`src/utf8_stream_validator_top_macros.svh`:
```
// Assertion macros for the UTF-8 stream validator.
// Each one checks a property on the rising edge of clk and is off while rst_n is low.
`ifndef UTF8_STREAM_VALIDATOR_TOP_MACROS_SVH
`define UTF8_STREAM_VALIDATOR_TOP_MACROS_SVH

`ifndef SYNTHESIS

`define UTF8V_ASSERT_NOW(lbl, ante, cons, msg) \
  lbl: assert property (@(posedge clk) disable iff (!rst_n) (ante) |-> (cons)) \
    else $error(msg);

`define UTF8V_ASSERT_NEXT(lbl, ante, cons, msg) \
  lbl: assert property (@(posedge clk) disable iff (!rst_n) (ante) |=> (cons)) \
    else $error(msg);

`else

`define UTF8V_ASSERT_NOW(lbl, ante, cons, msg)

`define UTF8V_ASSERT_NEXT(lbl, ante, cons, msg)

`endif

`endif

```
`src/utf8v_pkg.sv`:
```
package utf8v_pkg;

  localparam int unsigned CpW = 21;

  // Byte classes.
  localparam logic [7:0] ASCII_MAX   = 8'h7F;
  localparam logic [7:0] LEAD2_MASK  = 8'hE0;
  localparam logic [7:0] LEAD2_TAG   = 8'hC0;
  localparam logic [7:0] LEAD3_MASK  = 8'hF0;
  localparam logic [7:0] LEAD3_TAG   = 8'hE0;
  localparam logic [7:0] LEAD4_MASK  = 8'hF8;
  localparam logic [7:0] LEAD4_TAG   = 8'hF0;
  localparam logic [7:0] CONT_MASK   = 8'hC0;
  localparam logic [7:0] CONT_TAG    = 8'h80;
  localparam logic [7:0] PAY2_MASK   = 8'h1F;
  localparam logic [7:0] PAY3_MASK   = 8'h0F;
  localparam logic [7:0] PAY4_MASK   = 8'h07;
  localparam logic [7:0] CONT_PAY    = 8'h3F;
  localparam logic [7:0] LEAD2_MIN   = 8'h02;

  // Code point limits.
  localparam logic [CpW-1:0] MIN_3BYTE = 21'h000800;
  localparam logic [CpW-1:0] MIN_4BYTE = 21'h010000;
  localparam logic [CpW-1:0] SURR_LO   = 21'h00D800;
  localparam logic [CpW-1:0] SURR_HI   = 21'h00DFFF;
  localparam logic [CpW-1:0] CP_MAX    = 21'h10FFFF;

  // Continuation counts.
  localparam logic [1:0] SEQ_NONE = 2'd0;
  localparam logic [1:0] SEQ_TWO   = 2'd1;
  localparam logic [1:0] SEQ_THREE = 2'd2;
  localparam logic [1:0] SEQ_FOUR  = 2'd3;

  // Word kind carried in tuser.
  localparam logic CMD_DATA = 1'b0;
  localparam logic CMD_END  = 1'b1;

  typedef struct packed {
    logic [CpW-1:0] code_accum;
    logic [1:0]     bytes_pending;
    logic [1:0]     sequence_length;
    logic           error_flag;
  } state_t;

  typedef struct packed {
    logic error_seen;
    logic text_end;
    logic text_valid;
  } result_t;

endpackage

```
`src/utf8v_decode.sv`:
```
module utf8v_decode (
  input  utf8v_pkg::state_t  state_cur,
  input  logic               cmd,
  input  logic [7:0]         data_byte,
  output utf8v_pkg::state_t  state_nxt,
  output utf8v_pkg::result_t result
);
  import utf8v_pkg::*;

  state_t         err_state;
  logic [CpW-1:0] acc_cont;
  logic [1:0]     pend_cont;
  logic           bad_cp;
  logic           text_ok;

  always_comb begin
    err_state            = '0;
    err_state.error_flag = 1'b1;

    acc_cont  = {state_cur.code_accum[CpW-7:0], data_byte[5:0] & CONT_PAY[5:0]};
    pend_cont = state_cur.bytes_pending - 2'd1;
    bad_cp    = ((state_cur.sequence_length == SEQ_THREE) && (acc_cont < MIN_3BYTE)) ||
                ((state_cur.sequence_length == SEQ_FOUR) && (acc_cont < MIN_4BYTE)) ||
                ((acc_cont >= SURR_LO) && (acc_cont <= SURR_HI)) ||
                (acc_cont > CP_MAX);
    text_ok   = !state_cur.error_flag && (state_cur.bytes_pending == 2'd0);

    state_nxt = state_cur;
    result    = '0;

    if (cmd == CMD_END) begin
      // verdict, then start the next text clean
      state_nxt         = '0;
      result.error_seen = !text_ok;
      result.text_end   = 1'b1;
      result.text_valid = text_ok;
    end else begin
      if (!state_cur.error_flag) begin
        if (state_cur.bytes_pending != 2'd0) begin
          if ((data_byte & CONT_MASK) != CONT_TAG) begin
            state_nxt = err_state;
          end else if (pend_cont != 2'd0) begin
            state_nxt.code_accum    = acc_cont;
            state_nxt.bytes_pending = pend_cont;
          end else if (bad_cp) begin
            state_nxt = err_state;
          end else begin
            state_nxt = '0;
          end
        end else begin
          if (data_byte == 8'h00) begin
            state_nxt = err_state;
          end else if (data_byte <= ASCII_MAX) begin
            state_nxt = state_cur;
          end else if ((data_byte & LEAD2_MASK) == LEAD2_TAG) begin
            // reject the overlong leads C0 and C1
            if ((data_byte & PAY2_MASK) < LEAD2_MIN) begin
              state_nxt = err_state;
            end else begin
              state_nxt.code_accum      = {{(CpW-8){1'b0}}, data_byte & PAY2_MASK};
              state_nxt.bytes_pending   = SEQ_TWO;
              state_nxt.sequence_length = SEQ_TWO;
            end
          end else if ((data_byte & LEAD3_MASK) == LEAD3_TAG) begin
            state_nxt.code_accum      = {{(CpW-8){1'b0}}, data_byte & PAY3_MASK};
            state_nxt.bytes_pending   = SEQ_THREE;
            state_nxt.sequence_length = SEQ_THREE;
          end else if ((data_byte & LEAD4_MASK) == LEAD4_TAG) begin
            state_nxt.code_accum      = {{(CpW-8){1'b0}}, data_byte & PAY4_MASK};
            state_nxt.bytes_pending   = SEQ_FOUR;
            state_nxt.sequence_length = SEQ_FOUR;
          end else begin
            state_nxt = err_state;
          end
        end
      end
      result.error_seen = state_nxt.error_flag;
    end
  end

endmodule

```
`src/utf8_stream_validator_top.sv`:
```
// Channel   Dir  Ports                        Payload
// in_       in   tvalid tready tdata tuser    tdata[7:0] data_byte; tuser cmd (1 = end)
// out_      out  tvalid tready tdata tlast    tdata[0] error_seen, [1] text_valid; tlast text_end
//
// One word in, one word out. Sustained rate is one word per cycle while out_tready is high,
// through an input register, then the decode against the running state into the output register.
// rst_n (synchronous, active low) empties both stages and clears the decode state.
// A stall on out_tready holds the output register; the input register still fills,
// and in_tready drops only when both stages are full.
module utf8_stream_validator_top (
  input  logic       clk,
  input  logic       rst_n,
  input  logic       in_tvalid,
  output logic       in_tready,
  input  logic [7:0] in_tdata,   // [7:0] data_byte
  input  logic       in_tuser,   // [0] cmd: 0 text byte, 1 end of text
  output logic       out_tvalid,
  input  logic       out_tready,
  output logic [7:0] out_tdata,  // [0] error_seen, [1] text_valid, [7:2] zero
  output logic       out_tlast   // text_end
);
  import utf8v_pkg::*;

  `include "utf8_stream_validator_top_macros.svh"

  // Input register stage.
  logic       s1_valid_r;
  logic       s1_cmd_r;
  logic [7:0] s1_byte_r;

  // Decode state and output register.
  state_t  state_r;
  state_t  state_nxt;
  result_t result_nxt;
  result_t out_res_r;
  logic    out_valid_r;

  logic s2_free;
  logic s1_adv;
  logic in_fire;

  // Output register can load when empty or when its word leaves now.
  assign s2_free   = !out_valid_r || out_tready;
  assign s1_adv    = s1_valid_r && s2_free;
  assign in_tready = !s1_valid_r || s2_free;
  assign in_fire   = in_tvalid && in_tready;

  utf8v_decode u_decode (
    .state_cur (state_r),
    .cmd       (s1_cmd_r),
    .data_byte (s1_byte_r),
    .state_nxt (state_nxt),
    .result    (result_nxt)
  );

  // Input stage: load on accept, drop once handed on.
  always_ff @(posedge clk) begin
    if (!rst_n) begin
      s1_valid_r <= 1'b0;
    end else if (in_fire) begin
      s1_valid_r <= 1'b1;
    end else if (s1_adv) begin
      s1_valid_r <= 1'b0;
    end
  end

  always_ff @(posedge clk) begin
    if (in_fire) begin
      s1_cmd_r  <= in_tuser;
      s1_byte_r <= in_tdata;
    end
  end

  // Decode state advances exactly when a word moves into the output register.
  always_ff @(posedge clk) begin
    if (!rst_n) begin
      state_r <= '0;
    end else if (s1_adv) begin
      state_r <= state_nxt;
    end
  end

  always_ff @(posedge clk) begin
    if (!rst_n) begin
      out_valid_r <= 1'b0;
    end else if (s2_free) begin
      out_valid_r <= s1_valid_r;
    end
  end

  always_ff @(posedge clk) begin
    if (s1_adv) begin
      out_res_r <= result_nxt;
    end
  end

  assign out_tvalid = out_valid_r;
  assign out_tlast  = out_res_r.text_end;
  assign out_tdata  = {6'd0, out_res_r.text_valid, out_res_r.error_seen};

  // End-of-text verdict: error flag is the inverse of the valid flag.
  `UTF8V_ASSERT_NOW(a_end_verdict, out_tvalid && out_tlast,
                    out_tdata[0] != out_tdata[1], "end verdict flags disagree")
  // Text bytes never claim a valid text.
  `UTF8V_ASSERT_NOW(a_byte_no_valid, out_tvalid && !out_tlast,
                    !out_tdata[1], "text_valid set on a text byte")
  // End of text leaves the decode state clear.
  `UTF8V_ASSERT_NEXT(a_end_clears, s1_adv && (s1_cmd_r == CMD_END),
                     state_r == '0, "state not cleared after end of text")
  // An error holds until end of text.
  `UTF8V_ASSERT_NEXT(a_err_sticky, s1_adv && (s1_cmd_r == CMD_DATA) && state_r.error_flag,
                     state_r.error_flag, "error flag dropped within a text")

endmodule

```
`config.mk`:
```
export PLATFORM = sky130hd
export DESIGN_NAME = utf8_stream_validator_top
export DESIGN_NICKNAME = d
export VERILOG_FILES = /design/src/utf8v_pkg.sv /design/src/utf8v_decode.sv /design/src/utf8_stream_validator_top.sv
export VERILOG_INCLUDE_DIRS = /design/src /design/src/src
export SDC_FILE = /design/constraint.sdc
export NUM_CORES = 1
export LEC_CHECK = 0
export BUFFER_PORTS_ARGS = -buffer_cell sky130_fd_sc_hd__clkbuf_2
export CORE_ASPECT_RATIO = 1.1
export CORE_MARGIN = 3
export CORE_UTILIZATION = 53
export DETAILED_ROUTE_END_ITERATION = 6
export GPL_TIMING_DRIVEN = 0
export PLACE_DENSITY = 0.86
export SLEW_MARGIN = 5
export SYNTH_ARGS = -nofsm -noshare
export SYNTH_HDL_FRONTEND = slang
export SYNTH_SLANG_ARGS = --single-unit
```
`constraint.sdc`:
```
create_clock -name clk -period 2.4 [get_ports clk]
set_input_delay 0.48 -clock clk [delete_from_list [all_inputs] [get_ports clk]]
set_output_delay 0.48 -clock clk [all_outputs]
set_load 0.01 [all_outputs]
```
* Yosys cells after proc, flatten, opt, wreduce, memory -nomap -nowiden *
Cells that the tools add are included.

storage, ports and cells
  word-level logic and storage cells = 70
  output and inout port bits = 11
  input port bits = 13
  register bits = 34

cells by class
  equality and inequality tests = 9
  order comparisons = 7
  multiplexer cells = 20
  reduce and logical (&&, ||, !) cells = 22
  add/sub/neg operators = 1

operators with widths
  operator                count
  $mux W20                6
  $ge A21 B16 Y1 const B  1
  $gt A21 B21 Y1 const B  1
  $le A21 B16 Y1 const B  1
  $lt A21 B12 Y1 const B  1
  $lt A21 B17 Y1 const B  1
  $mux W17                1
  $mux W10                1
  $mux W9                 1
  $le A8 B7 Y1 const B    1
  $logic_not A8 Y1        1
  $mux W8                 1
  $mux W1                 7
  $mux W7                 1
  $logic_and A1 B1 Y1     6
  $reduce_bool A2 Y1      3
  $eq A5 B5 Y1 const B    1
  $logic_or A1 B1 Y1      5
  $lt A5 B2 Y1 const B    1
  $eq A2 B2 Y1 const B    2
  $eq A4 B4 Y1 const B    1
  $logic_not A1 Y1        4
  $ne A2 B2 Y1 const B    2
  $ne A4 B2 Y1 const B    1
  8 further kinds         8

* Depth between registers and ports, before layout *
Gate-level depths: netlist of run 1.

  depth in word-level cells = 11
  depth in mapped cells = 8
  mapped depth without buffers = 7

* Modules after synthesis *
From an unflattened synthesis of run 1, not the netlist that was laid out.

second synthesis, totals
  cells, all modules = 246
  area total of the unflattened synthesis = 2222.1 um^2

by module, submodules not included
  module                     instances  sequential area each (um^2)  area an instance (um^2)  cells each
  utf8_stream_validator_top  1          920.9                        1537.7                   141
  utf8v_decode               1          0.0                          684.4                    105

* Worst setup path after synthesis of run 1 *
Ideal clock, no wire load.

  kind = register to register
  from = register state_r[3] (netlist bit)
  to = register out_res_r (netlist bit out_tdata[0]), data pin
  arrival = 1.544 ns
  slack = 0.594 ns
  library setup time = 0.262 ns
  stages on the path, launching flop included = 8
  clock period less this slack = 1.806 ns
  path buffers = 0
  data required time = 2.138 ns
  cell sequence = dfxtp_1 inv_1 ha_1 or3b_2 a21oi_1 o41ai_1 o21ai_1 a21oi_1

RTL lines
  element                 RTL line                         RTL
  start, declared         utf8_stream_validator_top.sv:32  state_t state_r;
  start signal, assigned  utf8_stream_validator_top.sv:79  state_r <= state_nxt;
  end signal, assigned    utf8_stream_validator_top.sv:93  out_res_r <= result_nxt;
  end, declared           utf8_stream_validator_top.sv:35  result_t out_res_r;

==> results of run 1 <==
## cell families after synthesis
family / count (synthesis) / synth area share
adder cells (fa/ha/maj): 2 / 0.0157
multiplexers: 2 / 0.0126
AO/OA/AOI/OAI: 35 / 0.154
other: 1 / 0.00235
AND/OR/NAND/NOR: 74 / 0.239
buffers and inverters: 21 / 0.0738
flip-flops: 34 / 0.503
## cell usage after synthesis (2+ instances only)
master	number
nand2_1	23
dfxtp_1	22
nand3_1	21
a21oi_1	15
edfxtp_1	12
buf_4	9
nor2_1	9
inv_1	7
nand4_1	4
o21ai_0	4
buf_2	3
nor3_1	3
a211oi_1	2
a211oi_2	2
and2_1	2
and3_1	2
ha_1	2
mux2i_1	2
nand2b_1	2
o2111ai_1	2
## placed cells by master, fill, tap and decap left out, drive strengths merged, types with 2 or more instances in the layout
cell / instances
a211oi: 4
clkbuf: 25
and2: 2
mux2i: 2
a21oi: 15
nand2: 23
nor2: 9
buf: 12
and3: 3
o21ai: 6
nand3: 21
conb: 6
o2111ai: 2
dfxtp: 22
nand4: 4
inv: 7
ha: 2
edfxtp: 12
o41ai: 2
nor3: 4
nand2b: 2
## path summary, 6_finish.rpt
path / start / end / slack, ps / depth (start not counted)
max: state_r[3] / out_tdata[0] / 380 / 7
min: in_tdata[2] / s1_byte_r[2] / 310 / 1
max reg2reg: state_r[3] / out_tdata[0] / 380 / 7
min reg2reg: s1_cmd_r / out_tlast / 460 / 0
## critical path, stage by stage, from the launching register on
cell     delay [ps]
dfxtp_1         370
inv_1            70
ha_1            260
or3b_2          530
a21oi_1         140
o41ai_1          90
o21ai_1         210
a21oi_1         100
## per-layer routing
layer / share of wire / vias up / GRT usage
met3: 0.063 / 8 / 0.0594
met2: 0.50 / 50 / 0.318
met4: 0.023 / 0 / 0.110
met1: 0.41 / 601 / 0.202
li1: - / 656 / -
met5: 0 / - / 0
## cell type report
| type | instances | area [um2] |
|---|---|---|
| buffer | 14 | 91.3 |
| clock buffer | 7 | 55.1 |
| clock inverter | 1 | 5.00 |
| fill | 239 | 1030 |
| inverter | 7 | 26.3 |
| multi-input combinational | 119 | 693 |
| sequential | 34 | 801 |
| tap | 33 | 41.3 |
| timing repair buffer | 16 | 80.1 |
## stage by stage
step	hold slack (ps)	total power, mW	util
6_report	308	1.06	0.634
3_3_place_gp	440	0.749	0.613
3_5_place_dp	449	0.753	0.613
2_1_floorplan	425	0.720	-
5_1_grt	299	1.11	0.634
4_1_cts	301	1.07	0.634
## power by group
group          switching, mW  internal [mW]
logic                 0.0694         0.0427
registers             0.0138          0.615
clock network          0.180          0.142
total                  0.263          0.800
## flip-flops by register name (all words and copies together) (netlist names)
register	flops
s1_cmd_r	1
out_tvalid	1
out_tdata	2
state_r	20
s1_valid_r	1
s1_byte_r	8
out_tlast	1
==> flow_summary.json, run 1 <==
{
  "yosysTopAreaCellShare": 0.277,
  "viasPerCell": 5.69,
  "synth_area_um2": 1590,
  "gp_congestion": 0.847,
  "p_per_area_nw_per_um2": 593,
  "dp_cells": 223,
  "finalNetCount": 212,
  "io_buffers": 16,
  "ys_warn_count": 0,
  "relSlewSlack": 0.555,
  "numCtsBuffers": 5,
  "cts_setup_buffers": 0,
  "first_iter_violations": 39,
  "die_area_um2": 3700,
  "hp-class": "input pin to register",
  "wire_per_inst_um": 13.4,
  "total_leakage_power_nw": 0.720,
  "arrival_ps": 2110,
  "drt-pass1-iter-count": 4,
  "syn_to_final_growth_pct": 12.6,
  "io_pins": 24,
  "worst-path-max-fanout": 6,
  "synthFlopType": "dfxtp_1",
  "max_cap_violations": 0,
  "final-hold-violation-count": 0,
  "synth.avg_cell_area_um2": 9.42,
  "drc": 0,
  "cts.sinks": 34,
  "grt_max_degree": 11,
  "criticalPathCategory": "register to register",
  "start_util": 0.563,
  "overflow": 0,
  "drtAntennaViolNets": 0,
  "setup_ws_ps": 377,
  "end_kind": "register",
  "tns_ps": 0,
  "grt_setup_unrepaired": "no",
  "grt_util_all_layers": 0.189,
  "fin_crit_ps": 2020,
  "yosys_register_bits": 34,
  "grt_pass1_vias": 1291,
  "grt_pass1_wl_mm": 5.35,
  "synthDistinctLibCells": 41,
  "postCtsHoldBufs": 0,
  "wirelength_mm": 3.09,
  "num_vias": 1315,
  "cp-start-kind": "register",
  "num_rows": 20,
  "coreArea_um2": 2830,
  "required_ps": 2490,
  "ctsResizeCount": 0,
  "n_antenna_cell": 0,
  "fin_cells": 231,
  "path_clk_slew_ps": 100,
  "slew_viol_final": 0,
  "fin_skew_ps": 13.9,
  "drive_gt1_frac": 0.237,
  "synth_top_area_cell": "dfxtp_1",
  "outcome": "finished, final reports clean",
  "final_area_um2": 1790,
  "ir_drop_mv": 0.448,
  "placed_area_um2": 1730,
  "syn_inst": 169,
  "worstMarginPinSlew_ps": 662,
  "fin_crit_sh": 0.843,
  "pre_cts_ws_ps": 410,
  "synth_edf_count": 12,
  "tritoncts": "done",
  "hpwl_mm": 2.35,
  "finalSetupViolCount": 0,
  "clockBufferDepth": 2,
  "insertion_delay_ps": 340,
  "fmax_ghz": 0.494,
  "fp.dieW_um": 58.3,
  "antenna_found_initial": 0,
  "synthTopCellsByArea": "dfxtp_1, edfxtp_1, nand3_1, nand2_1, a21oi_1",
  "die_h_um": 63.5,
  "seq_area_frac_synth": 0.503,
  "htree_num_levels": 2,
  "async_reset_ff_frac": 0,
  "clockRootBuffer": "clkbuf_4"
}
No activity file was read; power rests on OpenSTA's default activity.
==> run 2, diff against run 1 <==
--- a/config.mk
+++ b/config.mk
@@ -9,10 +9,10 @@
 export BUFFER_PORTS_ARGS = -buffer_cell sky130_fd_sc_hd__clkbuf_2
 export CORE_ASPECT_RATIO = 1.1
 export CORE_MARGIN = 3
-export CORE_UTILIZATION = 53
+export CORE_UTILIZATION = 50
 export DETAILED_ROUTE_END_ITERATION = 6
 export GPL_TIMING_DRIVEN = 0
-export PLACE_DENSITY = 0.86
+export PLACE_DENSITY = 0.85
 export SLEW_MARGIN = 5
 export SYNTH_ARGS = -nofsm -noshare
 export SYNTH_HDL_FRONTEND = slang
==> constraint.sdc (replaced) <==
create_clock -name clk -period 1.8 [get_ports clk]
set_input_delay 0.36 -clock clk [delete_from_list [all_inputs] [get_ports clk]]
set_output_delay 0.36 -clock clk [all_outputs]
set_load 0.01 [all_outputs]
==> run 2 against run 1 <==
Compared with the run above:
- the run now ends with setup timing left
- worst hold slack lost 110 ps
- core utilization increased by 5.8 points
- register-to-register slack got worse by 420 ps
- critical path depth unchanged
- setup slack got worse by 420 ps
- sequential power is 34% higher
- clock-buffer cell count is 1 higher
- sequential share of layout area shrank 4.7 points
- flip-flop and latch count unchanged
==> flow_summary.json, run 2 (same netlist as run 1, synthesis figures left out) <==
{
  "gp_congestion": 0.865,
  "required_ps": 1890,
  "grt_pass1_wl_mm": 5.75,
  "final_cell_mix": "nand2_1, buf_4, dfxtp_1",
  "die_h_um": 65.2,
  "antenna_found_initial": 0,
  "critPathMaxStageDelay_ps": 560,
  "hp-class": "input pin to register",
  "critical_path.startpoint": "state_r[3]",
  "total_leakage_power_nw": 0.796,
  "drive_gt1_frac": 0.349,
  "fin_crit_sh": 1.02,
  "fmax_ghz": 0.544,
  "cp-start-kind": "register",
  "coreArea_um2": 2900,
  "ir_drop_mv": 0.764,
  "num_rows": 20,
  "criticalPathCategory": "register to register",
  "grt_setup_unrepaired": "yes",
  "viasPerCell": 5.85,
  "first_iter_violations": 69,
  "arrival_ps": 1930,
  "worst-path-max-fanout": 5,
  "grt_util_all_layers": 0.195,
  "layout.cells.most_common": "nand2_1",
  "insertion_delay_ps": 340,
  "outcome": "complete, but fails checks",
  "pwr-share-comb": 0.126,
  "r2r_start": "state_r[3]",
  "path_clk_slew_ps": 90,
  "crit_chain": "inv_2, ha_4, or4b_4, nand3_1, o21ai_0, o21ai_1, a21oi_1",
  "finalSetupViolCount": 8,
  "intPower_mw": 1.14,
  "largest_reg_flops": 20,
  "rr_worst_depth": 7,
  "p_clk_frac": 0.318,
  "end_kind": "register",
  "tritoncts": "done",
  "sequentialPowerShare": 0.556,
  "slew_viol_final": 0,
  "max_cap_violations": 0,
  "overflow": 0,
  "fp.dieW_um": 59.8,
  "final_util": 0.692,
  "clockBufferDepth": 2,
  "wl_met1_mm": 1.42,
  "postCtsHoldBufs": 0,
  "met2_length_mm": 1.85,
  "fin_skew_ps": 8.33,
  "setup_ws_ps": -39.0,
  "relSlewSlack": 0.579,
  "die_area_um2": 3900,
  "fin_crit_ps": 1840,
  "r2r_slack_ps": -40,
  "p_sw_mw": 0.375,
  "grt_max_degree": 11,
  "grt_pass1_vias": 1309,
  "violations": "setup timing",
  "cts.sinks": 34,
  "n_antenna_cell": 0,
  "met3_length_um": 314,
  "numCtsBuffers": 5,
  "p_per_area_nw_per_um2": 755,
  "io_pins": 24,
  "wirelength_mm": 3.68,
  "drtAntennaViolNets": 0,
  "highest_layer": "met4",
  "start_util": 0.549,
  "drc": 0,
  "multi_input_area_um2": 787,
  "syn_to_final_growth_pct": 26.1,
  "hpwl_mm": 2.34,
  "wire_per_inst_um": 15.0,
  "p_total_mw": 1.52,
  "htree_num_levels": 2,
  "worstMarginPinSlew_ps": 626,
  "drt-pass1-iter-count": 4,
  "finalNetCount": 226,
  "clockRootBuffer": "clkbuf_4",
  "fillers": 212,
  "p_sw_frac": 0.247,
  "seq_area_um2": 803,
  "io_buffers": 16,
  "worstHoldStart": "in_tdata[1]",
  "slowest_stage": "or4b_4",
  "r2r-end": "out_tdata[0]",
  "final-hold-violation-count": 0,
  "holdPathStages": 1,
  "hold_end": "s1_byte_r[1]",
  "num_vias": 1433,
  "largest-register": "state_r"
}
[run 2: cell count changes in the layout (fill, tap and decap cells not counted), sizes merged]
cell    delta
clkbuf     +1
buf       +14
clkinv     -1
[run 2: worst max-delay path by stage]
stage / endpoint / slack (ps) / depth (start not counted)
2_1_floorplan: out_tdata[0] / 20 / 7
3_3_place_gp: out_tdata[0] / -130 / 7
3_5_place_dp: out_tdata[0] / -150 / 7
4_1_cts: state_r[13] / -60 / 7
5_1_grt: state_r[18] / -170 / 9
6_report: out_tdata[0] / -40 / 7
[run 2: final cells by class]
| class | count | share of cell area |
|---|---|---|
| Tap cell | 33 | 0.0206 |
| Buffer | 14 | 0.0474 |
| Multi-Input combinational cell | 119 | 0.392 |
| Timing Repair Buffer | 30 | 0.0922 |
| Sequential cell | 34 | 0.400 |
| Clock buffer | 8 | 0.0349 |
| Inverter | 7 | 0.0131 |
[run 2: stage by stage]
step | setup TNS (ps) | std cells | area (um2) | worst slack (ps) | hold WS [ps]
after floorplan | 0 | 174 | 1610 | 22.0 | 425
after global placement | -1190 | 223 | 1740 | -126 | 441
after detailed placement | -1530 | 223 | 1740 | -148 | 452
after CTS | -367 | 238 | 1930 | -55.5 | 188
after global routing | -2120 | 245 | 2010 | -170 | 180
final | -99.5 | 245 | 2010 | -39.0 | 194
[run 2: what timing repair did]
item | CTS | global route
endpoints found under the setup margin | 21 | 21
hold endpoints to repair | 0 | 0
gates cloned | 1 | 0
resized for setup | 16 | 6
pin swaps | 9 | 6
setup buffers | 6 | 7
[run 2: power by group through the flow]
stage	registers (mW)	clock network, mW	logic [mW]
after global routing	0.847	0.531	0.211
after floorplan	0.854	0	0.106
after global placement	0.854	0	0.145
after detailed placement	0.856	0	0.149
after CTS	0.840	0.486	0.167
final	0.844	0.482	0.191
[run 2: routing by layer]
layer,up-vias,track usage
met5,-,0
met4,0,0.0748
met3,11,0.0570
met2,68,0.327
met1,670,0.232
li1,684,-
[run 2: critical path: cells and delay by family, from the launching register on]
family / cells / cell delay (ps)
compound gates: 3 / 350
fa+ha+maj: 1 / 170
buf+inv: 1 / 60
flops: 1 / 360
simple gates: 2 / 660
==> run 3, diff against run 2 <==
--- a/config.mk
+++ b/config.mk
@@ -9,10 +9,10 @@
 export BUFFER_PORTS_ARGS = -buffer_cell sky130_fd_sc_hd__clkbuf_2
 export CORE_ASPECT_RATIO = 1.1
 export CORE_MARGIN = 3
-export CORE_UTILIZATION = 50
+export CORE_UTILIZATION = 53
 export DETAILED_ROUTE_END_ITERATION = 6
 export GPL_TIMING_DRIVEN = 0
-export PLACE_DENSITY = 0.85
+export PLACE_DENSITY = 0.86
 export SLEW_MARGIN = 5
 export SYNTH_ARGS = -nofsm -noshare
 export SYNTH_HDL_FRONTEND = slang
==> constraint.sdc (replaced) <==
create_clock -name clk -period 1.84 [get_ports clk]
set_input_delay 0.368 -clock clk [delete_from_list [all_inputs] [get_ports clk]]
set_output_delay 0.368 -clock clk [all_outputs]
set_load 0.01 [all_outputs]
==> run 3 against run 2 <==
Compared with the run above:
- the run still ends with setup timing left
- sequential share of layout area shrank 0.76 points
- critical path depth is the same
- final cell count shrank 2.0%
- flip-flop and latch count is the same
- register-to-register slack is essentially flat
- largest power group unchanged
- clock power shrank 12%
- core utilization grew 3.2 points
- maximum frequency shrank 2.1%
==> flow_summary.json, run 3 (same netlist as run 1, synthesis figures left out) <==
{
  "postCtsHoldBufs": 0,
  "coreArea_um2": 2830,
  "clockBufferDepth": 2,
  "cp-start-kind": "register",
  "end_kind": "register",
  "worstHoldStart": "in_tdata[2]",
  "overflow": 0,
  "start_util": 0.563,
  "clockRootBuffer": "clkbuf_4",
  "p_sw_frac": 0.258,
  "htree_num_levels": 2,
  "finalSetupViolCount": 3,
  "multi_input_area_um2": 863,
  "largest_reg_flops": 20,
  "largest-register": "state_r",
  "r2r_start": "state_r[3]",
  "layout.cells.most_common": "nand2_1",
  "met2_length_mm": 2.00,
  "viasPerCell": 6.06,
  "grt_setup_unrepaired": "yes",
  "antenna_found_initial": 0,
  "first_iter_violations": 82,
  "outcome": "complete, but fails checks",
  "final_cell_mix": "nand2_1, dfxtp_1, clkbuf_2",
  "gp_congestion": 0.847,
  "p_sw_mw": 0.372,
  "holdPathStages": 1,
  "fp.dieW_um": 58.3,
  "p_per_area_nw_per_um2": 702,
  "slew_viol_final": 0,
  "rr_worst_depth": 7,
  "fin_skew_ps": 12.3,
  "grt_pass1_wl_mm": 5.65,
  "syn_to_final_growth_pct": 28.5,
  "wire_per_inst_um": 16.2,
  "setup_ws_ps": -38.5,
  "drt-pass1-iter-count": 4,
  "seq_area_um2": 803,
  "fmax_ghz": 0.532,
  "ir_drop_mv": 0.659,
  "sequentialPowerShare": 0.574,
  "numCtsBuffers": 5,
  "io_buffers": 16,
  "die_h_um": 63.5,
  "intPower_mw": 1.07,
  "tritoncts": "done",
  "max_cap_violations": 0,
  "r2r_slack_ps": -40,
  "tns_ps": -54.2,
  "insertion_delay_ps": 340,
  "criticalPathCategory": "register to register",
  "grt_max_degree": 11,
  "grt_util_all_layers": 0.205,
  "final_util": 0.724,
  "met3_length_um": 279,
  "io_pins": 24,
  "violations": "setup timing",
  "highest_layer": "met4",
  "arrival_ps": 2140,
  "cts.sinks": 34,
  "drtAntennaViolNets": 0,
  "die_area_um2": 3700,
  "r2r-end": "state_r[3]",
  "hpwl_mm": 2.35,
  "drc": 0,
  "finalNetCount": 221,
  "p_clk_frac": 0.294,
  "num_rows": 20,
  "pwr-share-comb": 0.132,
  "grt_pass1_vias": 1318,
  "hold_end": "s1_byte_r[2]",
  "fillers": 203,
  "worstMarginPinSlew_ps": 768,
  "relSlewSlack": 0.484,
  "n_antenna_cell": 0,
  "worst-path-max-fanout": 6,
  "final-hold-violation-count": 0,
  "num_vias": 1454,
  "hp-class": "input pin to register",
  "wl_met1_mm": 1.49,
  "required_ps": 2100,
  "drive_gt1_frac": 0.396,
  "fin_crit_sh": 1.02,
  "total_leakage_power_nw": 0.776,
  "fin_crit_ps": 1880,
  "wirelength_mm": 3.90,
  "path_clk_slew_ps": 100
}
[run 3: worst max-delay path: stages (launching register included)]
cell      delay [ps]
dfxtp_2          360
inv_2             50
ha_4             170
or4b_4           590
nor3_4           200
buf_4            160
a32oi_1           60
a211oi_2         200
[run 3: layout make-up]
cell class | count | area share
Buffer | 14 | 0.0495
Clock buffer | 7 | 0.0269
Clock inverter | 1 | 0.00244
Inverter | 7 | 0.0128
Multi-Input combinational cell | 119 | 0.422
Sequential cell | 34 | 0.392
Tap cell | 33 | 0.0202
Timing Repair Buffer | 25 | 0.0740
[run 3: routing by layer]
layer	vias up	GRT usage
met1	690	0.210
met5	-	0
met2	75	0.346
met3	17	0.0820
met4	0	0.110
li1	672	-
[run 3: what timing repair did]
item | 4_1_cts | 5_1_grt
endpoints found under the setup margin | 20 | 21
gates resized for setup | 14 | 28
cloned | 1 | 0
pin swaps | 7 | 22
buffers inserted | 3 | 5
[run 3: through the flow]
step	instances	instance area [um2]	hold slack (ps)	power, mW	worst slack (ps)
6_report	240	2050	192	1.44	-38.5
3_5_place_dp	223	1730	449	0.982	-150
5_1_grt	240	2050	173	1.50	-115
4_1_cts	235	1870	189	1.40	-5.17
2_1_floorplan	174	1610	425	0.939	33.6
3_3_place_gp	223	1730	440	0.977	-128
[run 3: worst max path at each step]
stage | endpoint | startpoint | cells after the start | slack, ps
after global placement | out_tdata[0] | state_r[3] | 7 | -130
after CTS | state_r[10] | state_r[4] | 7 | -5
final | state_r[3] | state_r[3] | 7 | -40
after detailed placement | out_tdata[0] | state_r[3] | 7 | -150
after floorplan | out_tdata[0] | state_r[3] | 7 | 30
after global routing | state_r[3] | state_r[3] | 7 | -110
[run 3: power by group through the flow]
stage                     Clock [mW]  Combinational (mW)  Sequential [mW]
after global placement             0               0.141            0.836
after floorplan                    0               0.104            0.835
after CTS                      0.425               0.157            0.822
after detailed placement           0               0.145            0.837
after global routing           0.465               0.207            0.829
final                          0.423               0.189            0.826
